### config.mk
export PLATFORM = sky130hd
export DESIGN_NAME = cmn_ctrl
export DESIGN_NICKNAME = d
export VERILOG_FILES = /design/src/cmn_pkg.sv /design/src/cmn_ctrl.sv
export SDC_FILE = /design/constraint.sdc
export NUM_CORES = 1
export LEC_CHECK = 0
export BUFFER_PORTS_ARGS = -buffer_cell sky130_fd_sc_hd__clkbuf_2
export CAP_MARGIN = 25
export CORE_AREA = 2 2 39 41
export DETAILED_ROUTE_END_ITERATION = 8
export DIE_AREA = 0 0 41 43
export HOLD_SLACK_MARGIN = 0.08
export PLACE_DENSITY_LB_ADDON = 0.05
export REMOVE_ABC_BUFFERS = 1
export SYNTH_ARGS = -nofsm -noshare
export SYNTH_HDL_FRONTEND = slang
export SYNTH_SLANG_ARGS = --single-unit
### constraint.sdc
create_clock -name clk_i -period 2.5 [get_ports clk_i]
set_clock_uncertainty 0.2 [all_clocks]
set_input_delay 0.25 -clock clk_i [delete_from_list [all_inputs] [get_ports clk_i]]
set_output_delay 0.25 -clock clk_i [all_outputs]
set_load 0.02 [all_outputs]
### src/cmn_pkg.sv
// package for the 3x3 convolution and min/max normalisation block
// shared constants, types and controller/datapath command structs; no dependencies
package cmn_pkg;

  localparam int unsigned DefMaxRows = 64;
  localparam int unsigned DefMaxCols = 64;
  localparam int unsigned RawW       = 20;
  localparam int unsigned CfgW       = 24;
  localparam int unsigned CfgIdxW    = 3;
  localparam int unsigned PixW       = 8;
  localparam int unsigned DimW       = 7;
  localparam int unsigned QuoW       = 9;

  localparam logic [CfgIdxW-1:0] RegRows   = 3'd0;
  localparam logic [CfgIdxW-1:0] RegCols   = 3'd1;
  localparam logic [CfgIdxW-1:0] RegKTop   = 3'd2;
  localparam logic [CfgIdxW-1:0] RegKMid   = 3'd3;
  localparam logic [CfgIdxW-1:0] RegKBot   = 3'd4;

  localparam logic CmdLoad = 1'b0;
  localparam logic CmdRead = 1'b1;

  // controller states, one-hot
  typedef enum logic [5:0] {
    StIdle  = 6'b000001,
    StConv  = 6'b000010,
    StFetch = 6'b000100,
    StDiv   = 6'b001000,
    StOut   = 6'b010000,
    StDrain = 6'b100000
  } ctrl_state_e;

  // controller to datapath
  typedef struct packed {
    logic load;       // store pixel, advance load count
    logic conv_start; // latch dims and start convolution sweep
    logic conv_step;  // advance the convolution sweep
    logic fetch;      // issue raw store read for current read index
    logic div_start;  // start division
    logic div_step;   // one quotient bit
    logic out_load;   // load output register from result
    logic nr_load;    // load output register with not-ready result
  } dp_cmd_t;

  // datapath to controller
  typedef struct packed {
    logic frame_done;  // this load completes the frame
    logic conv_done;   // sweep finished (last write issued)
    logic div_done;    // quotient complete
    logic need_div;    // interior pixel on a non-flat frame
  } dp_sts_t;

endpackage

### src/cmn_ctrl.sv
// controller state machine: sequences loads, convolution sweep, reads and output
// depends on cmn_pkg
module cmn_ctrl (
  input  logic             clk_i,
  input  logic             rst_ni,
  input  logic             in_valid_i,
  output logic             in_stall_o,
  input  logic             command_i,
  output logic             out_valid_o,
  input  logic             out_stall_i,
  input  logic             frame_ready_i,
  input  cmn_pkg::dp_sts_t sts_i,
  output cmn_pkg::dp_cmd_t cmd_o
);
  import cmn_pkg::*;

  ctrl_state_e state_q, state_d;
  logic        ov_q, ov_d;
  logic        acc;

  // output register is free when empty or being taken
  logic out_free;
  assign out_free   = !ov_q || !out_stall_i;
  assign in_stall_o = (state_q != StIdle) || !out_free;
  assign acc        = in_valid_i && !in_stall_o;

  always_comb begin
    state_d = state_q;
    ov_d    = ov_q && out_stall_i;
    cmd_o   = '0;
    case (state_q)
      StIdle: begin
        if (acc && command_i == CmdLoad) begin
          cmd_o.load = 1'b1;
          if (sts_i.frame_done) begin
            cmd_o.conv_start = 1'b1;
            state_d = StConv;
          end
        end else if (acc && command_i == CmdRead) begin
          if (!frame_ready_i) begin
            cmd_o.nr_load = 1'b1;
            ov_d = 1'b1;
          end else begin
            state_d = StFetch;
          end
        end
      end
      StConv: begin
        cmd_o.conv_step = 1'b1;
        if (sts_i.conv_done) state_d = StIdle;
      end
      StFetch: begin
        cmd_o.fetch = 1'b1;
        state_d = StDrain;
      end
      StDrain: begin
        cmd_o.div_start = 1'b1;
        state_d = StDiv;
      end
      StDiv: begin
        if (sts_i.div_done || !sts_i.need_div) state_d = StOut;
        else cmd_o.div_step = 1'b1;
      end
      StOut: begin
        if (out_free) begin
          cmd_o.out_load = 1'b1;
          ov_d = 1'b1;
          state_d = StIdle;
        end
      end
      default: state_d = StIdle;
    endcase
  end

  always_ff @(posedge clk_i or negedge rst_ni) begin
    if (!rst_ni) begin
      state_q <= StIdle;
      ov_q    <= 1'b0;
    end else begin
      state_q <= state_d;
      ov_q    <= ov_d;
    end
  end

  assign out_valid_o = ov_q;

endmodule

==> impl_metrics.tcl <==
set metrics [dict create \
    post-route-util_pct 44.7 \
    ys_seq_elements 7 \
    synthTopCellsByArea "dfrtp_1, nor3b_1, dfstp_2" \
    cp_data_required_time_ps 2050 \
    hold_viol_final 0 \
    port_buffers 19 \
    die_area_um2 1760 \
    wl_per_cell_um 10.9 \
    synth.distinct_cells 27 \
    drc 0 \
    cp_cell_sequence "or3b_1, or3_4, nor3b_2, buf_2" \
    htreeDepth 1 \
    ff2ff_path_depth 4 \
    ys.flop_type "dfrtp_1" \
    initial_core_util_pct 32.7 \
    grt.total_usage_pct 15.7 \
    holdPathStages 3 \
    grt_pass1_wl_mm 1.86 \
    hp-class "in -> reg" \
    postRouteAntennaNets 0 \
    avgViaCountPerCell 4.88 \
    async_flop_share_pct 100 \
    drt_iter0_drc 4 \
    slowest_stage "dfstp_2" \
    via_count 449 \
    grt_max_degree 9 \
    cts.sinks 7 \
    num_rows 14 \
    tritoncts "done" \
    synth_top_area_share_pct 33.1 \
    synth_top_area_cell "dfrtp_1" \
    final_cell_count_no_fill 92 \
    die_y_um 43 \
    io_pins 20 \
    clkSlewWorstSetupHoldPaths_ps 50 \
    p_leak_nw 0.335 \
    crit_family "simple AND/OR/NAND/NOR gates" \
    drive_above_1_share_pct 39.5 \
    clockRootBuffer "clkbuf_4" \
    rsz0062_at_grt "no" \
    max_freq_mhz 414 \
    period_needed_ps 2420 \
    fp.dieW_um 41 \
    critPathKind "reg -> out" \
    grt_pass1_vias 433 \
    critPathMaxStageDelay_ps 540 \
    syn_area_per_cell_um2 9.06 \
    slew-limit-headroom_pct 79.2 \
    cts_setup_buffers 0 \
    area_growth_pct 36.5 \
    period_share_pct 96.7 \
    holdPathEnd "state_q[2]$_DFFE_PN0P_" \
    r2r_slack_ps 480 \
    firstDrtPassIters 3 \
    dp_hpwl_um 811 \
    drv_slew 0 \
    path_buf_inv 1 \
    globalplace.congestion 0.762 \
    finalSetupViolCount 0 \
    status "complete, no violations" \
    syn_inst 50 \
    maxCapViolCount 0 \
    num_antenna_cells 0 \
    r2r-start "state_q[0]$_DFFE_PN1P_" \
    core_area_um2 1380 \
    fin_setup_tns_ps 0 \
    synthTopCellsByCount "nor2_1, dfrtp_1, nand2_1, nor3b_1" \
    worstHoldStart "command_i" \
    cp-end-kind "output port" \
    worstSetupStartpointType "flip-flop" \
    ir_drop_mv 0.226 \
    clock_latency_ps 250 \
    clock_path_buffers 2 \
    placed_cells 86 \
    antenna_found_initial 0 \
    finalWirelength_mm 1.00 \
    nets 87 \
    cts_made_buffers 3 \
    hold-worst-slack_ps 137 \
    power.density_nw_per_um2 483 \
    synth_edf_count 0 \
    crit_arrival_ps 1970 \
    tightest_slew_ps 310 \
    r2r_end "state_q[0]$_DFFE_PN1P_" \
    grt_overflow 0 \
    path_max_fanout 5 \
    synthMostInstantiatedCell "nor2_1" \
    yosys_warnings 0 \
    seq_area_frac_synth_pct 39.0 \
    netlist_area_um2 453 \
]
## how the worst max path moves through the flow
stage | startpoint | endpoint | slack (ps) | depth (start not counted)
final | state_q[0]$_DFFE_PN1P_ | cmd_o[6] | 80 | 4
after global routing | state_q[0]$_DFFE_PN1P_ | cmd_o[6] | 9 | 4
after CTS | state_q[0]$_DFFE_PN1P_ | cmd_o[6] | 60 | 4
after detailed placement | state_q[0]$_DFFE_PN1P_ | cmd_o[6] | 330 | 4
after global placement | state_q[0]$_DFFE_PN1P_ | cmd_o[6] | 350 | 4
after floorplan | state_q[0]$_DFFE_PN1P_ | cmd_o[0] | 290 | 3
## per-layer routing
metal,track usage (%),vias to the layer above,wire [µm]
met5,0,-,0
met1,23.0,211,473
met2,21.3,5,492
met4,6.00,0,0
li1,-,233,-
met3,4.71,0,39
## report_power, final
group	total [mW]	internal (mW)	switching, mW
clock network	0.0994	0.0607	0.0387
logic	0.0741	0.0323	0.0418
registers	0.125	0.121	0.00440
## final cells by class
cell class	count	area, µm²
sequential	7	176
timing repair buffer	24	138
clock buffer	4	26.3
inverter	3	11.3
multi-input combinational	38	246
fill	138	766
tap	16	20.0
## cell families after synthesis
kind of cell	count (synthesis)	share of synthesized area (%)
multiplexers	1	2.21
buffers and inverters	5	6.63
XOR/XNOR	1	1.93
AO/OA/AOI/OAI	7	11.1
AND/OR/NAND/NOR	29	39.2
flip-flops	7	39.0
## state kept, by name (all words and copies together) (netlist names)
signal / count
state_q: 6
out_valid_o: 1
## stage by stage
stage,worst slack (ps),power [mW],cell area [µm²]
after floorplan,287,0.172,434
after global placement,354,0.200,572
after detailed placement,333,0.199,572
after CTS,60.8,0.303,618
after global routing,8.62,0.320,618
final,82.1,0.299,618
## layout by cell type, fill, tap and decap left out, drive strengths merged, types with 2 or more instances in the layout
cell,instances
inv,3
nor2,7
clkbuf,22
nand2,4
buf,4
nor3b,5
or3,2
dfrtp,6
dlygate4sd3,2
nor3,3
or3b,2
nand4b,2
or2,2
## what timing repair did
action / 4_1_cts / 5_1_grt
resized for setup: 0 / 1
hold endpoints to repair: 9 / 0
endpoints found under the setup margin: 0 / 1
hold buffers: 2 / 0
## worst reg2reg max path: stages, from the launching register on
cell and delay [ps]:
dfstp_2 540, or3b_1 370, or4_1 520, a211oi_1 230
nor4_1 80
(Power assumes the default switching activity.)
